File: src/rtl/ppe_pkg.sv
// Package with the widths shared by the perfect power exponent modules.
package ppe_pkg;

  localparam int VALUE_BITS = 32;
  localparam int EXP_W      = 5;
  localparam int CNT_W      = $clog2(VALUE_BITS);
  localparam int STEP_W     = $clog2(VALUE_BITS);

  typedef logic [VALUE_BITS-1:0] word_t;
  typedef logic [CNT_W-1:0]      cnt_t;

endpackage

File: src/rtl/perfect_power_exponent_top.sv
// Top level: trial-division sequencer computing the perfect power exponent.
// Every division is done by the shared divider.
// An item needs one division per trial divisor up to sqrt(|value|) plus one per prime factor,
// so up to roughly 23200 divisions for a large prime magnitude.
// One item is worked on at a time; the next is taken once the result is registered.
// Reset is asynchronous and active low and returns the block to idle with no result.
module perfect_power_exponent_top (
  input  logic                       clk_i,
  input  logic                       rst_ni,
  input  logic                       in_valid_i,
  output logic                       in_ready_o,
  input  ppe_pkg::word_t             value_i,
  output logic                       out_valid_o,
  input  logic                       out_ready_i,
  output logic [ppe_pkg::EXP_W-1:0]  exponent_o
);
  import ppe_pkg::*;

  typedef enum logic [6:0] {
    ST_IDLE  = 7'b0000001,
    ST_START = 7'b0000010,
    ST_WAIT  = 7'b0000100,
    ST_GCD   = 7'b0001000,
    ST_FIX   = 7'b0010000,
    ST_STRIP = 7'b0100000,
    ST_DONE  = 7'b1000000
  } state_e;

  state_e           state_q, state_d;
  logic             neg_q, neg_d;
  logic             inner_q, inner_d;
  word_t            n_q, n_d;
  word_t            d_q, d_d;
  cnt_t             g_q, g_d;
  cnt_t             c_q, c_d;
  logic             out_valid_q, out_valid_d;
  logic [EXP_W-1:0] exponent_q, exponent_d;

  logic  div_start;
  logic  div_done;
  word_t div_quot;
  word_t div_rem;
  word_t mag;
  word_t d_next;

  ppe_div u_div (
    .clk_i      (clk_i),
    .rst_ni     (rst_ni),
    .start_i    (div_start),
    .dividend_i (n_q),
    .divisor_i  (d_q),
    .done_o     (div_done),
    .quot_o     (div_quot),
    .rem_o      (div_rem)
  );

  assign mag       = value_i[VALUE_BITS-1] ? (~value_i + VALUE_BITS'(1)) : value_i;
  assign d_next    = (d_q == VALUE_BITS'(2)) ? VALUE_BITS'(3) : (d_q + VALUE_BITS'(2));
  assign div_start = (state_q == ST_START);

  always_comb begin
    state_d     = state_q;
    neg_d       = neg_q;
    inner_d     = inner_q;
    n_d         = n_q;
    d_d         = d_q;
    g_d         = g_q;
    c_d         = c_q;
    out_valid_d = out_valid_q;
    exponent_d  = exponent_q;

    if (out_valid_q && out_ready_i) begin
      out_valid_d = 1'b0;
    end

    unique case (state_q)
      ST_IDLE: begin
        if (in_valid_i) begin
          neg_d   = value_i[VALUE_BITS-1];
          n_d     = mag;
          d_d     = VALUE_BITS'(2);
          g_d     = '0;
          c_d     = '0;
          inner_d = 1'b0;
          if (mag < VALUE_BITS'(2)) begin
            state_d = ST_FIX;
          end else begin
            state_d = ST_START;
          end
        end
      end
      ST_START: begin
        state_d = ST_WAIT;
      end
      ST_WAIT: begin
        if (div_done) begin
          if (inner_q) begin
            if (div_rem == '0) begin
              n_d     = div_quot;
              c_d     = c_q + CNT_W'(1);
              state_d = ST_START;
            end else begin
              state_d = ST_GCD;
            end
          end else if (div_quot < d_q) begin
            state_d = ST_FIX;
          end else if (div_rem == '0) begin
            n_d     = div_quot;
            c_d     = CNT_W'(1);
            inner_d = 1'b1;
            state_d = ST_START;
          end else begin
            d_d     = d_next;
            state_d = ST_START;
          end
        end
      end
      ST_GCD: begin
        if (g_q == '0 || g_q == c_q) begin
          g_d     = c_q;
          d_d     = d_next;
          inner_d = 1'b0;
          state_d = ST_START;
        end else if (g_q > c_q) begin
          g_d = g_q - c_q;
        end else begin
          c_d = c_q - g_q;
        end
      end
      ST_FIX: begin
        if (n_q != VALUE_BITS'(1) || g_q == '0) begin
          g_d = CNT_W'(1);
        end
        state_d = ST_STRIP;
      end
      ST_STRIP: begin
        if (neg_q && !g_q[0]) begin
          g_d = g_q >> 1;
        end else begin
          state_d = ST_DONE;
        end
      end
      ST_DONE: begin
        if (!out_valid_q || out_ready_i) begin
          out_valid_d = 1'b1;
          exponent_d  = EXP_W'(g_q);
          state_d     = ST_IDLE;
        end
      end
      default: begin
        state_d = ST_IDLE;
      end
    endcase
  end

  always_ff @(posedge clk_i or negedge rst_ni) begin
    if (!rst_ni) begin
      state_q     <= ST_IDLE;
      out_valid_q <= 1'b0;
    end else begin
      state_q     <= state_d;
      out_valid_q <= out_valid_d;
    end
  end

  always_ff @(posedge clk_i) begin
    neg_q      <= neg_d;
    inner_q    <= inner_d;
    n_q        <= n_d;
    d_q        <= d_d;
    g_q        <= g_d;
    c_q        <= c_d;
    exponent_q <= exponent_d;
  end

  assign in_ready_o  = (state_q == ST_IDLE);
  assign out_valid_o = out_valid_q;
  assign exponent_o  = exponent_q;

endmodule

File: src/rtl/ppe_div.sv
// Restoring divider producing one quotient bit per cycle.
module ppe_div (
  input  logic            clk_i,
  input  logic            rst_ni,
  input  logic            start_i,
  input  ppe_pkg::word_t  dividend_i,
  input  ppe_pkg::word_t  divisor_i,
  output logic            done_o,
  output ppe_pkg::word_t  quot_o,
  output ppe_pkg::word_t  rem_o
);
  import ppe_pkg::*;

  logic                busy_q;
  logic                done_q;
  logic [STEP_W-1:0]   step_q;
  word_t               quot_q;
  word_t               rem_q;
  word_t               divisor_q;
  logic [VALUE_BITS:0] rem_sh;
  logic [VALUE_BITS:0] diff;

  assign rem_sh = {rem_q, quot_q[VALUE_BITS-1]};
  assign diff   = rem_sh - {1'b0, divisor_q};

  always_ff @(posedge clk_i or negedge rst_ni) begin
    if (!rst_ni) begin
      busy_q <= 1'b0;
      done_q <= 1'b0;
      step_q <= '0;
    end else if (start_i) begin
      busy_q <= 1'b1;
      done_q <= 1'b0;
      step_q <= STEP_W'(VALUE_BITS - 1);
    end else if (busy_q) begin
      if (step_q == '0) begin
        busy_q <= 1'b0;
        done_q <= 1'b1;
      end else begin
        step_q <= step_q - STEP_W'(1);
      end
    end else begin
      done_q <= 1'b0;
    end
  end

  always_ff @(posedge clk_i) begin
    if (start_i) begin
      quot_q    <= dividend_i;
      rem_q     <= '0;
      divisor_q <= divisor_i;
    end else if (busy_q) begin
      if (diff[VALUE_BITS]) begin
        rem_q <= rem_sh[VALUE_BITS-1:0];
      end else begin
        rem_q <= diff[VALUE_BITS-1:0];
      end
      quot_q <= {quot_q[VALUE_BITS-2:0], ~diff[VALUE_BITS]};
    end
  end

  assign done_o = done_q;
  assign quot_o = quot_q;
  assign rem_o  = rem_q;

endmodule
File: config.mk
export PLATFORM = sky130hd
export DESIGN_NAME = perfect_power_exponent_top
export DESIGN_NICKNAME = d
export VERILOG_FILES = /design/src/rtl/ppe_pkg.sv /design/src/rtl/perfect_power_exponent_top.sv /design/src/rtl/ppe_div.sv
export SDC_FILE = /design/constraint.sdc
export NUM_CORES = 1
export LEC_CHECK = 0
export ABC_AREA = 0
export BUFFER_PORTS_ARGS = -buffer_cell sky130_fd_sc_hd__buf_2
export CAP_MARGIN = 20
export CORE_ASPECT_RATIO = 1.5
export CORE_MARGIN = 5
export CORE_UTILIZATION = 50
export CTS_BUF_LIST = sky130_fd_sc_hd__clkbuf_2
export CTS_CLUSTER_DIAMETER = 40
export DETAILED_ROUTE_END_ITERATION = 8
export GPL_ROUTABILITY_DRIVEN = 0
export PLACE_DENSITY = 0.76
export SLEW_MARGIN = 20
export SYNTH_ARGS = -nofsm -noshare
export SYNTH_HDL_FRONTEND = slang
export SYNTH_HIERARCHICAL = 1
export SYNTH_SLANG_ARGS = --single-unit
File: constraint.sdc
create_clock -name clk_i -period 4.1 [get_ports clk_i]
set_input_delay 0.205 -clock clk_i [delete_from_list [all_inputs] [get_ports clk_i]]
set_output_delay 0.205 -clock clk_i [all_outputs]
set_load 0.005 [all_outputs]
### After elaboration in Yosys (flattened, before gate mapping)

Cells that the tools add are included.

| word-level totals | value |
|---|---|
| bits in registers | 192 |
| input bits | 36 |
| logic and storage cells | 138 |

| operators by class | value |
|---|---|
| $add $sub $neg | 7 |
| magnitude comparators | 3 |
| equal/unequal tests | 27 |
| muxes and demuxes | 61 |
| bitwise logic cells | 2 |
| reductions and logical operators | 23 |

Operator list:

| operator | count |
|---|---|
| $mux W32 | 16 |
| $pmux W32 S3 | 1 |
| $mux W5 | 17 |
| $pmux W32 S2 | 1 |
| $pmux W7 S7 | 1 |
| $mux W7 | 6 |
| $sub A33 B32 Y33 | 1 |
| $add A32 B1 Y32 const B | 1 |
| $add A32 B2 Y32 const B | 1 |
| $eq A32 B2 Y1 const B | 1 |
| $logic_not A32 Y1 | 1 |
| $lt A32 B2 Y1 const B | 1 |
| $lt A32 B32 Y1 | 1 |
| $ne A32 B1 Y1 const B | 1 |
| $not A32 Y32 | 1 |
| $ne A2 B2 Y1 const B | 13 |
| $pmux W5 S4 | 1 |
| $mux W1 | 15 |
| $pmux W5 S3 | 1 |
| $reduce_and A7 Y1 | 2 |
| $logic_not A5 Y1 | 2 |
| $reduce_and A5 Y1 | 2 |
| $sub A5 B5 Y5 | 2 |
| $ne A3 B3 Y1 const B | 3 |
| 23 further kinds | 31 |

### Longest topological paths before layout

Gate-level depths: netlist of the first run.

| logic depth | value |
|---|---|
| word-level depth | 7 |
| gate-level depth with buffers | 14 |
| depth with buffers taken out | 12 |

### Hierarchy

The synthesis of the first run kept the hierarchy.

By module, submodules not included:

| module | instances | cells each | area each (µm²) | seq. area each (µm²) |
|---|---|---|---|---|
| perfect_power_exponent_top | 1 | 754 | 6729.0 | 2633.8 |
| ppe_div | 1 | 588 | 6068.3 | 2737.6 |

### Worst setup path before layout of the first run

No wires, ideal clock.

| timing | value |
|---|---|
| path kind | register to register |
| from | reg d_q[7] |
| to | reg n_q[0] (enable) |
| library setup time | 0.470 ns |
| arrival | 4.100 ns |
| setup slack | -0.470 ns |
| cell stages (with the launch flop) | 10 |
| path buffers | 0 |
| clock period less this slack | 4.570 ns |
| cell sequence | edfxtp_1 -> inv_1 -> ha_1 -> nand3_1 -> a211oi_1 -> a211o_1 -> a31oi_1 -> o221ai_1 -> o21ai_0 -> o31ai_1 |

| on the way | value |
|---|---|
| cells in the longest elaborated chain, start to end | 3 |

RTL lines:

| item | line | source |
|---|---|---|
| from (decl) | perfect_power_exponent_top.sv:33 | `word_t d_q, d_d;` |
| from (signal assigned) | perfect_power_exponent_top.sv:170 | `d_q <= d_d;` |
| $lt A32 B32 Y1 | perfect_power_exponent_top.sv:105 | `end else if (div_quot < d_q) begin` |
| $ne A3 B3 Y1 (no source line) | -- |  |
| $reduce_and A4 Y1 (no source line) | -- |  |
| to (signal assigned) | perfect_power_exponent_top.sv:169 | `n_q <= n_d;` |
| to (decl) | perfect_power_exponent_top.sv:32 | `word_t n_q, n_d;` |

Every way passes these cells.
A chain may end at the register's enable or synchronous reset.

### Worst setup path in the final report of the first run

| timing | value |
|---|---|
| from | reg u_div.quot_q[31] (netlist: u_div/quot_o[31]) |
| to | reg u_div.rem_q[8] (netlist: u_div/rem_o[8]) |

| on the way | value |
|---|---|
| cells in the longest elaborated chain, start to end | 2 |

RTL lines:

| item | line | source |
|---|---|---|
| from (decl) | ppe_div.sv:17 | `word_t quot_q;` |
| from (signal assigned) | ppe_div.sv:49 | `quot_q <= dividend_i;` |
| from (signal assigned) | ppe_div.sv:58 | `quot_q <= {quot_q[VALUE_BITS-2:0], ~diff[VALUE_BITS]};` |
| $sub A33 B32 Y33 | ppe_div.sv:24 | `assign diff = rem_sh - {1'b0, divisor_q};` |
| $mux W32 | ppe_div.sv:53 | `if (diff[VALUE_BITS]) begin` |
| to (signal assigned) | ppe_div.sv:54 | `rem_q <= rem_sh[VALUE_BITS-1:0];` |
| to (signal assigned) | ppe_div.sv:56 | `rem_q <= diff[VALUE_BITS-1:0];` |
| to (decl) | ppe_div.sv:18 | `word_t rem_q;` |

Every way passes these cells.

==> summary.md, run 1 <==
| Metric | Value |
|---|---|
| Vias per inst | ~5.9 |
| Hold_buf cts | 42 |
| Clk_skew | 0.0433 ns |
| Placed insts | 1670 |
| Chip Width | about 140 um |
| Initial antenna violation count | 1 |
| CTS buffer count | 17 |
| Status | complete, no violations |
| Synth area leaders | edfxtp_1, ha_1, dfxtp_1, xnor2_1, nand2_1 |
| PD cells | 744 nW/um^2 |
| GR Util All Layers | 0.208 |
| Crit path buf inv count | 2 |
| TritonCTS Sinks | 192 |
| Synth top area share | 0.340 |
| Synth Area per Inst | 9.54 sq um |
| Antenna Violating Nets Remaining | 0 |
| Endpoints failing setup | 0 |
| Synth Cell Area | around 13000 sq um |
| Worst VDD drop | 384 uV |
| Via count | 10.3k |
| Post-Syn Instances | 1342 |
| Core area | 25100 sq um |
| Slowest CP cell | nand3b_1 |
| Critical Path Sink Type | flop |
| Synth Warn # | 6 |
| Final WL | 30000 um |
| WHS | 0.128 ns |
| Starting density of the core | 0.509 |
| Synth cell types | 92 |
| # nets final | 1519 |
| Hpwl dp | 22300 um |
| Leakage | 0.00530 uW |
| PostCTS Resize Cnt | 0 |
| EDFF count, synth | 145 |
| Die Y | roughly 210 um |
| CTS tree | done |
| Avg WL per Cell | ~17 um |
| Root Buffer | clkbuf_2 |
| Max-cap violations | 0 |
| Slew HR | 0.407 |
| Clock latency on the worst-skew pair | roughly 0.8 ns |
| HP Class | input port to flop |
| Number of fillers in the final layout | ~2.2k |
| Fin Setup TNS | 0 ns |
| Grt ovf | 0 |
| Top delay family on crit path | compound AO/OA/AOI/OAI gates |
| Number of remaining DRC errors | 0 |
| Leading area contributor after synthesis | edfxtp_1 |
| Clk pwr share | 0.088 |
| Worst path cell trace | inv_1, ha_1, fa_1, nand2b_1, a21oi_1, o21ai_1, o211a_2, o2111ai_2, a21oi_2, nand3b_1, buf_12, o311ai_0 |
| Arrival time at the worst endpoint | 4.13 ns |
| Max Clk Rate | 293 MHz |
| Unrepaired setup endpoints after global routing | false |
| Setup bufs post-CTS | 0 |
| Post-layout min period | 3.42 ns |
| DR pass1 iterations | 5 |
| Crit path max fanout | 17 |
| Clock transition at path regs | 0.28 ns |
| Slowest stage delay, CP | 0.49 ns |
| Sw Share | 0.451 |
| Sw Pwr | 4670 uW |
| First-pass GRT wire length | about 49000 um |
| Slew @ Worst Pin | 0.886 ns |
| Startpoint types | flop |
| Critical path required time | 4.81 ns |
| Share of cells above drive strength 1 | 0.117 |
| Net Count, Synth | 1458 |
| Drt first-iter violations | 605 |
| Int Power | 5700 uW |
| Area growth, synth to finish | 8.91% |
| Ys flop type | edfxtp_1 |
| Seq pwr share | 0.382 |
| Slew Viols, Final | 0 |
| Input/output buffers | 42 |
| Part of the power in combinational logic | 0.530 |
| Die area | 29000 sq um |
| Critical path class | flop to flop |
| Synthesized flop and latch total | 192 |
| Pin count of the biggest net entering global routing | 96 |
| Sequential area share after synthesis | 0.420 |
| Clock H-tree levels | 4 |
| Ys async rst share | 0.0781 |
| Tcrit/Tclk final | 0.834 |
| Number of global-route vias before repair | 10.3k |
| Clock Tree Buf Depth | 2 |
| Final hold viol count | 0 |
| Post-Layout Cell Count | 1745 |
| FP Rows | 71 |
| IO Pins | 43 |
-- cells by family (layout without fill, tap and decap cells) --
group	after synthesis	in the layout	synth area share
adder cells (fa/ha/maj)	80	80	0.0800
AND/OR/NAND/NOR	478	478	0.188
multiplexers	51	51	0.0430
flip-flops	192	192	0.420
other	0	1	0
AO/OA/AOI/OAI	290	290	0.153
XOR/XNOR	94	94	0.0643
buffers and inverters	157	231	0.0524
-- power groups by stage --
stage                     registers, uW  clock network [uW]  logic [uW]
after global placement             3980                   0        5220
after global routing               4060                1000        6130
after detailed placement           4000                   0        5420
after floorplan                    3680                   0        4340
after CTS                          3950                 930        5470
final                              3960                 909        5500
-- worst paths after layout --
path	startpoint	end	slack, ns	depth (start not counted)
setup / recovery	u_div/quot_o[31]$_DFFE_PP_	u_div/rem_o[8]$_SDFFE_PP0P_	0.68	12
hold / removal	out_ready_i	out_valid_o$_DFF_PN0_	0.13	3
setup reg to reg	u_div/quot_o[31]$_DFFE_PP_	u_div/rem_o[8]$_SDFFE_PP0P_	0.68	12
hold reg to reg	u_div/rem_o[21]$_SDFFE_PP0P_	u_div/rem_o[21]$_SDFFE_PP0P_	0.52	2
max in group asynchronous	rst_ni	u_div/step_q[2]$_DFFE_PN0P_	2.63	4
min in group asynchronous	rst_ni	state_q[0]$_DFFE_PN1P_	0.39	3
-- sequential cells by signal, indices dropped and copies added (netlist names), 7 cells and up --
| name | count |
|---|---|
| d_q | 32 |
| n_q | 32 |
| u_div/divisor_q | 32 |
| u_div/quot_o | 32 |
| u_div/rem_o | 32 |
| state_q | 7 |
-- worst min-delay path, stage by stage --
cell           delay [ns]
dlygate4sd3_1        0.52
buf_2                0.10
o21ai_0              0.07
-- final cells by class --
class / count / area [sq um] / area share
diodes: 1 / 2.50 / 0.000180
clock inverters: 14 / 133 / 0.00952
well taps: 328 / 410 / 0.0294
inverters: 100 / 377 / 0.0270
multi-input cells: 993 / 6790 / 0.487
repair buffers: 99 / 768 / 0.0551
clock buffers: 18 / 90.1 / 0.00646
flip-flops and latches: 192 / 5370 / 0.385
-- cell usage in the layout (no fill, tap or decap), drive strengths merged, types with 6 or more instances in the layout --
| master | count |
|---|---|
| a21o | 18 |
| mux2i | 19 |
| o21ai | 81 |
| clkinv | 6 |
| nand2b | 17 |
| clkbuf | 18 |
| o211ai | 6 |
| nor3 | 37 |
| and3 | 6 |
| o21a | 6 |
| buf | 57 |
| nand2 | 126 |
| dfrtp | 14 |
| dlygate4sd3 | 42 |
| ha | 77 |
| nor2b | 16 |
| o22ai | 9 |
| nand4 | 21 |
| a31oi | 12 |
| o41ai | 7 |
| nor4 | 29 |
| or3 | 17 |
| xor2 | 38 |
| inv | 103 |
| xnor2 | 56 |
| nand4b | 6 |
| nor3b | 6 |
| edfxtp | 145 |
| or4 | 14 |
| a211oi | 16 |
| nand3 | 41 |
| nor2 | 114 |
| dfxtp | 32 |
| a311oi | 8 |
| or2 | 8 |
| mux2 | 32 |
| a21oi | 67 |
| o31ai | 12 |
| o311ai | 6 |
| nand3b | 6 |
-- per-layer routing --
layer  part of all wire  vias to the layer above  wire (um)  track usage
met5                  0                        -          0            0
met4              0.054                        0       1630        0.122
met3              0.031                       93        918       0.0234
met2               0.53                      292      15800        0.398
met1               0.39                     4917      11600        0.216
li1                   -                     5045          -            -
-- per-stage QoR --
stage / power [uW] / utilization / worst slack (ns) / instance area, sq um
2_1_floorplan: 8020 / - / 0.514 / 12800
3_3_place_gp: 9200 / 0.529 / 0.713 / 13300
3_5_place_dp: 9420 / 0.529 / 0.650 / 13300
4_1_cts: 10400 / 0.554 / 0.711 / 13900
5_1_grt: 11200 / 0.554 / 0.386 / 13900
6_report: 10400 / 0.554 / 0.682 / 13900
-- Yosys cell counts, types with 4 or more instances --
master and number:
nand2_1 125, nand4_1 21, a32oi_1 4, buf_6 6, buf_2 6, a21o_1 17, mux2i_1 19, edfxtp_1 145
nor4_1 29, and4_1 4, dfrtp_1 14, dfxtp_1 32, xnor2_1 56, nand3b_1 6, mux2_2 32, o221ai_1 4
o211ai_1 6, or3_1 16, ha_1 77, o22ai_1 9, nor2_1 114, o41ai_1 7, or4_1 9, a21oi_1 63
o21bai_1 5, nand2b_1 17, nor3_1 36, inv_1 100, clkbuf_1 36, nand4b_1 6, o311ai_0 5, nor3b_1 6
a31oi_1 12, and3_1 5, xor2_1 38, o21a_1 6, nor2b_1 15, a211oi_1 15, or2_2 8, nand3_1 41
o21ai_0 76, a21oi_2 4, a311oi_1 7, o31ai_1 10
Power figures use the tool's default switching activity.
==> run 2, diff against run 1 <==
--- a/config.mk
+++ b/config.mk
@@ -15,7 +15,7 @@
 export CTS_CLUSTER_DIAMETER = 40
 export DETAILED_ROUTE_END_ITERATION = 8
 export GPL_ROUTABILITY_DRIVEN = 0
-export PLACE_DENSITY = 0.76
+export PLACE_DENSITY = 0.73
 export SLEW_MARGIN = 20
 export SYNTH_ARGS = -nofsm -noshare
 export SYNTH_HDL_FRONTEND = slang
==> constraint.sdc (replaced) <==
create_clock -name clk_i -period 3.3 [get_ports clk_i]
set_input_delay 0.165 -clock clk_i [delete_from_list [all_inputs] [get_ports clk_i]]
set_output_delay 0.165 -clock clk_i [all_outputs]
set_load 0.005 [all_outputs]
==> run 2 against run 1 <==
Hold slack got worse by 0.00096 ns. Critical path type unchanged. Clock-buffer cell count fell by 1. Design area up 2.9%. Combinational power is 33% higher. Register-to-register slack got worse by 0.53 ns. Largest cell class unchanged. Setup slack lost 0.53 ns. Non-clock buffer count up 38. Routed wire length grew 4.0%. Utilization up 1.6 points. Critical endpoint is now u_div/rem_o[1]$_SDFFE_PP0P_. Sequential cell count unchanged. Sequential share of layout area is 1.1 points lower. Highest routed layer unchanged.
==> summary.md, run 2 (synthesis gave the netlist of run 1 again) <==
| Metric | Value |
|---|---|
| Status | complete, no violations |
| Met2 WL | 16800 um |
| FP Rows | 71 |
| Area growth, synth to finish | 12.0% |
| Setup bufs post-CTS | 0 |
| Leakage | about 0.0055 uW |
| Commonest non-fill, non-tap cell in the layout | edfxtp_1 |
| Slew HR | 0.384 |
| IO Pins | 43 |
| Avg WL per Cell | 17.5 um |
| Critical Path Sink Type | flop |
| Hpwl dp | about 23000 um |
| Die Y | 206 um |
| Clock transition at path regs | 0.31 ns |
| Register Area | 5370 sq um |
| Clk_skew | 0.0502 ns |
| Worst reg2reg path depth | 13 |
| Final hold viol count | 0 |
| Die area | around 29000 sq um |
| Root Buffer | clkbuf_2 |
| Met1 wire length | 11900 um |
| Worst VDD drop | around 450 uV |
| Crit path launch | u_div/quot_o[31]$_DFFE_PP_ |
| HP Class | input port to flop |
| FF-to-FF End | u_div/rem_o[1]$_SDFFE_PP0P_ |
| Startpoint types | flop |
| WHS | 0.127 ns |
| GR Util All Layers | 0.216 |
| Chip Width | 141 um |
| Clock Tree Buf Depth | 2 |
| Fin Setup TNS | 0 ns |
| Initial antenna violation count | 1 |
| Crit path capture | u_div/rem_o[1]$_SDFFE_PP0P_ |
| Footprint of the multi-input gates | 6800 sq um |
| Post-Layout Cell Count | 1783 |
| Drt first-iter violations | 710 |
| DR pass1 iterations | 5 |
| Critical path class | flop to flop |
| Worst reg2reg path startpoint | u_div/quot_o[31]$_DFFE_PP_ |
| Via count | between 10k and 15k |
| Clock latency on the worst-skew pair | 0.81 ns |
| Post-layout min period | 3.14 ns |
| Core area | 25100 sq um |
| Critical path required time | just over 4 ns |
| Starting density of the core | 0.509 |
| Reg2Reg Setup Slack | 0.16 ns |
| Max-cap violations | 0 |
| Max Clk Rate | 318 MHz |
| Input/output buffers | between 40 and 50 |
| Tot Pwr | 13400 uW |
| Met3 routed WL | just under 1000 um |
| PD cells | 936 nW/um^2 |
| Share of cells above drive strength 1 | 0.135 |
| Clock H-tree levels | 4 |
| Vias per inst | ~6 |
| First-pass GRT wire length | 50600 um |
| Most frequent cells in the layout | edfxtp_1, nand2_1, nor2_1, inv_1, ha_1 |
| Arrival time at the worst endpoint | 3.89 ns |
| Endpoints failing setup | 0 |
| TritonCTS Sinks | 192 |
| Antenna Violating Nets Remaining | 0 |
| Number of remaining DRC errors | 0 |
| Pin count of the biggest net entering global routing | 51 |
| Number of fillers in the final layout | 2098 |
| # nets final | 1557 |
| Grt ovf | 0 |
| CTS tree | done |
| Final WL | 31100 um |
| Number of global-route vias before repair | about 11k |
| Crit path max fanout | 26 |
| CTS buffer count | 17 |
| Top Layer Used | met4 |
| Slew Viols, Final | 0 |
| Placed insts | 1700 |
| Slew @ Worst Pin | 0.921 ns |
| Unrepaired setup endpoints after global routing | false |
| Tcrit/Tclk final | 0.953 |
==> run 2: cell types whose count changed in the layout (fill, tap and decap cells not counted), moves of 2 or more <==
cell           delta
buf_4            +28
dlygate4sd3_1     +8
inv_6             +5
buf_12            +2
bufinv_16         +2
clkinv_4          -2
clkinvlp_4        -2
==> run 2: how the worst min path moves through the flow <==
stage | slack, ns | end | cells after the start | startpoint
global placement | 0.09 | u_div/step_q[1]$_DFFE_PN0P_ | 1 | rst_ni
global route | 0.06 | neg_q$_DFFE_PP_ | 2 | value_i[31]
detailed placement | 0.09 | u_div/step_q[1]$_DFFE_PN0P_ | 1 | rst_ni
finish | 0.13 | neg_q$_DFFE_PP_ | 2 | value_i[31]
CTS | 0.03 | neg_q$_DFFE_PP_ | 2 | value_i[31]
floorplan | -0.13 | out_valid_o$_DFF_PN0_ | 0 | rst_ni
==> run 2: final cells by class <==
class	instances	area share
Sequential cell	192	0.375
Tap cell	328	0.0286
Clock buffer	17	0.00593
Timing Repair Buffer	137	0.0766
Multi-Input combinational cell	993	0.474
Inverter	100	0.0263
Clock inverter	15	0.0136
Antenna cell	1	0.000175
==> run 2: worst max-delay path, stage by stage (launching register included) <==
cell and delay (ns):
edfxtp_1 0.42, inv_1 0.06, ha_1 0.24, fa_1 0.42, nand2b_1 0.22, a21oi_2 0.16, o21ai_1 0.08, o211a_2 0.20
o2111ai_4 0.24, nand4_1 0.14, and3b_1 0.23, buf_12 0.17, or4_1 0.41, o221ai_1 0.08
==> run 2: where the power goes <==
part,leakage (uW),switching [uW],total [uW],internal [uW]
combinational,0.00350,4160,7290,3130
sequential,0.00186,883,4800,3920
clock,0.000160,885,1340,453
total,0.00552,5930,13400,7500
==> run 2: repair_timing <==
action,in CTS,in global routing
endpoints found under the setup margin,0,40
hold buffers,50,0
gates resized for setup,0,3
hold endpoints to repair,83,0
==> run 2: stage by stage <==
stage                util  instance area (sq um)  setup WS [ns]
floorplan               -                  12800         0.0294
finish              0.570                  14300          0.156
global placement    0.538                  13500          0.205
CTS                 0.570                  14300          0.127
detailed placement  0.539                  13500          0.151
global route        0.570                  14300        0.00278
==> run 2: metal layers <==
layer | GRT usage | vias to the layer above
met5 | 0 | -
met4 | 0.114 | 0
met3 | 0.0282 | 78
met2 | 0.414 | 288
met1 | 0.226 | 4989
li1 | - | 5131
==> run 3, diff against run 2 <==
--- a/config.mk
+++ b/config.mk
@@ -8,7 +8,7 @@
 export ABC_AREA = 0
 export BUFFER_PORTS_ARGS = -buffer_cell sky130_fd_sc_hd__buf_2
 export CAP_MARGIN = 20
-export CORE_ASPECT_RATIO = 1.5
+export CORE_ASPECT_RATIO = 1.2
 export CORE_MARGIN = 5
 export CORE_UTILIZATION = 50
 export CTS_BUF_LIST = sky130_fd_sc_hd__clkbuf_2
==> run 3 against run 2 <==
Fmax up 2.6%. Routed wire length decreased by 3.1%. First-iteration DRC count rose by 0.70%. Die area is 0.18% lower.
==> summary.md, run 3 (synthesis gave the netlist of run 1 again) <==
| Metric | Value |
|---|---|
| CTS tree | done |
| Clk pwr share | 0.085 |
| DR pass1 iterations | 5 |
| Final WL | slightly above 30000 um |
| Worst reg2reg path startpoint | u_div/quot_o[31]$_DFFE_PP_ |
| Hpwl dp | 22300 um |
| Seq pwr share | 0.363 |
| Min-Delay Startpoint | out_ready_i |
| Chip Width | 156 um |
| Clock latency on the worst-skew pair | roughly 0.82 ns |
| Most frequent cells in the layout | edfxtp_1, nand2_1, nor2_1, inv_1, ha_1 |
| # nets final | around 1.6k |
| PD cells | roughly 920 nW/um^2 |
| Fin Setup TNS | 0 ns |
| Int Power | about 7300 uW |
| Setup bufs post-CTS | 0 |
| Clock Tree Buf Depth | 2 |
| Slew HR | 0.453 |
| Number of remaining DRC errors | 0 |
| Share of cells above drive strength 1 | 0.138 |
| Post-layout min period | 3.06 ns |
| Starting density of the core | 0.504 |
| Pin count of the biggest net entering global routing | 51 |
| Part of the power in combinational logic | 0.552 |
| Clock H-tree levels | 4 |
| Crit path max fanout | 26 |
| Clock transition at path regs | between 0.3 and 0.4 ns |
| Antenna Violating Nets Remaining | 0 |
| TritonCTS Sinks | 192 |
| HP Class | input port to flop |
| FP Rows | 64 |
| Drt first-iter violations | approximately 720 |
| Final core occ | 0.562 |
| FF-to-FF End | u_div/rem_o[1]$_SDFFE_PP0P_ |
| Tcrit/Tclk final | 0.929 |
| Slew Viols, Final | 0 |
| Final hold viol count | 0 |
| Max Clk Rate | ~330 MHz |
| Arrival time at the worst endpoint | 3.81 ns |
| Slew @ Worst Pin | a little over 0.8 ns |
| Reg2Reg Setup Slack | 0.24 ns |
| Input/output buffers | 42 |
| GR Util All Layers | 0.212 |
| Area growth, synth to finish | 11.5% |
| Core area | 25400 sq um |
| Startpoint types | flop |
| Worst reg2reg path depth | 13 |
| Avg WL per Cell | 16.9 um |
| Die area | 28900 sq um |
| Hold path cells | 5 |
| Critical Path Sink Type | flop |
| Number of fillers in the final layout | 2228 |
| Root Buffer | clkbuf_2 |
| Clk_skew | 0.0422 ns |
| Grt ovf | 0 |
| Worst VDD drop | 714 uV |
| Status | complete, no violations |
| Max-cap violations | 0 |
| Commonest non-fill, non-tap cell in the layout | edfxtp_1 |
| Endpoints failing setup | 0 |
| Unrepaired setup endpoints after global routing | false |
| Number of global-route vias before repair | 10.2k |
| CTS buffer count | 17 |
| Via count | 10.4k |
| First-pass GRT wire length | 50100 um |
| Die Y | between 150 and 200 um |
| Sw Share | 0.449 |
| Crit path launch | u_div/quot_o[31]$_DFFE_PP_ |
| Critical path required time | 4.04 ns |
| WHS Endpoint | state_q[6]$_DFFE_PN0P_ |
| Critical path class | flop to flop |
| IO Pins | 43 |
| Leakage | 0.00547 uW |
| Vias per inst | 5.81 |
| Initial antenna violation count | 1 |
| Sw Pwr | 5900 uW |
==> run 3: final cells by class <==
| cell class | count | area, sq um | share of cell area |
|---|---|---|---|
| multi-input combinational | 993 | 6810 | 0.478 |
| sequential | 192 | 5370 | 0.376 |
| clock buffer | 17 | 85.1 | 0.00596 |
| tap | 330 | 413 | 0.0289 |
| inverter | 100 | 377 | 0.0264 |
| antenna | 1 | 2.50 | 0.000175 |
| clock inverter | 15 | 130 | 0.00912 |
| timing repair buffer | 135 | 1080 | 0.0754 |
==> run 3: timing repair <==
item / 4_1_cts / 5_1_grt
setup endpoints to repair: 0 / 67
hold buffers: 47 / 0
endpoints found under the hold margin: 98 / 0
resized for setup: 0 / 7
==> run 3: stage by stage <==
step                std cells  hold slack [ns]  cell area (sq um)  total power, uW  setup slack [ns]
floorplan                1342           -0.131              12800             9960            0.0294
global placement         1703            0.105              13500            11700             0.222
detailed placement       1703            0.107              13500            11900             0.171
CTS                      1782           0.0879              14200            13100             0.144
global route             1783            0.126              14300            14300            0.0123
finish                   1783            0.168              14300            13200             0.235
==> run 3: power groups by stage <==
stage          Combinational (uW)  Sequential (uW)  Clock [uW]
3_3_place_gp                 6900             4800           0
5_1_grt                      8100             4920        1240
6_report                     7260             4780        1110
3_5_place_dp                 7100             4840           0
2_1_floorplan                5400             4570           0
4_1_cts                      7190             4780        1150
==> run 3: layer usage <==
metal / share of wire / up-vias / global-route usage
met2: 0.50 / 317 / 0.370
met5: 0 / - / 0
met4: 0.030 / 0 / 0.0848
met3: 0.042 / 54 / 0.0271
met1: 0.43 / 4871 / 0.266
li1: - / 5121 / -
==> run 3: how the worst max path moves through the flow <==
stage                                  endpoint  slack, ns  cells past startpoint
global route        u_div/rem_o[1]$_SDFFE_PP0P_       0.01                     13
global placement         state_q[1]$_DFFE_PN0P_       0.22                      9
floorplan             u_div/quot_o[0]$_DFFE_PP_       0.03                      7
detailed placement       state_q[1]$_DFFE_PN0P_       0.17                      9
finish              u_div/rem_o[1]$_SDFFE_PP0P_       0.24                     13
CTS                 u_div/rem_o[1]$_SDFFE_PP0P_       0.14                     13
==> run 3: worst max-delay path: stages (launching register included) <==
cell and delay [ns]:
edfxtp_1 0.42, inv_1 0.06, ha_1 0.24, fa_2 0.36
nand2b_1 0.19, a21oi_2 0.15, o21ai_1 0.09, o211a_2 0.19
o2111ai_4 0.24, nand4_1 0.15, and3b_2 0.25, buf_12 0.17
or4_1 0.40, o221ai_1 0.08
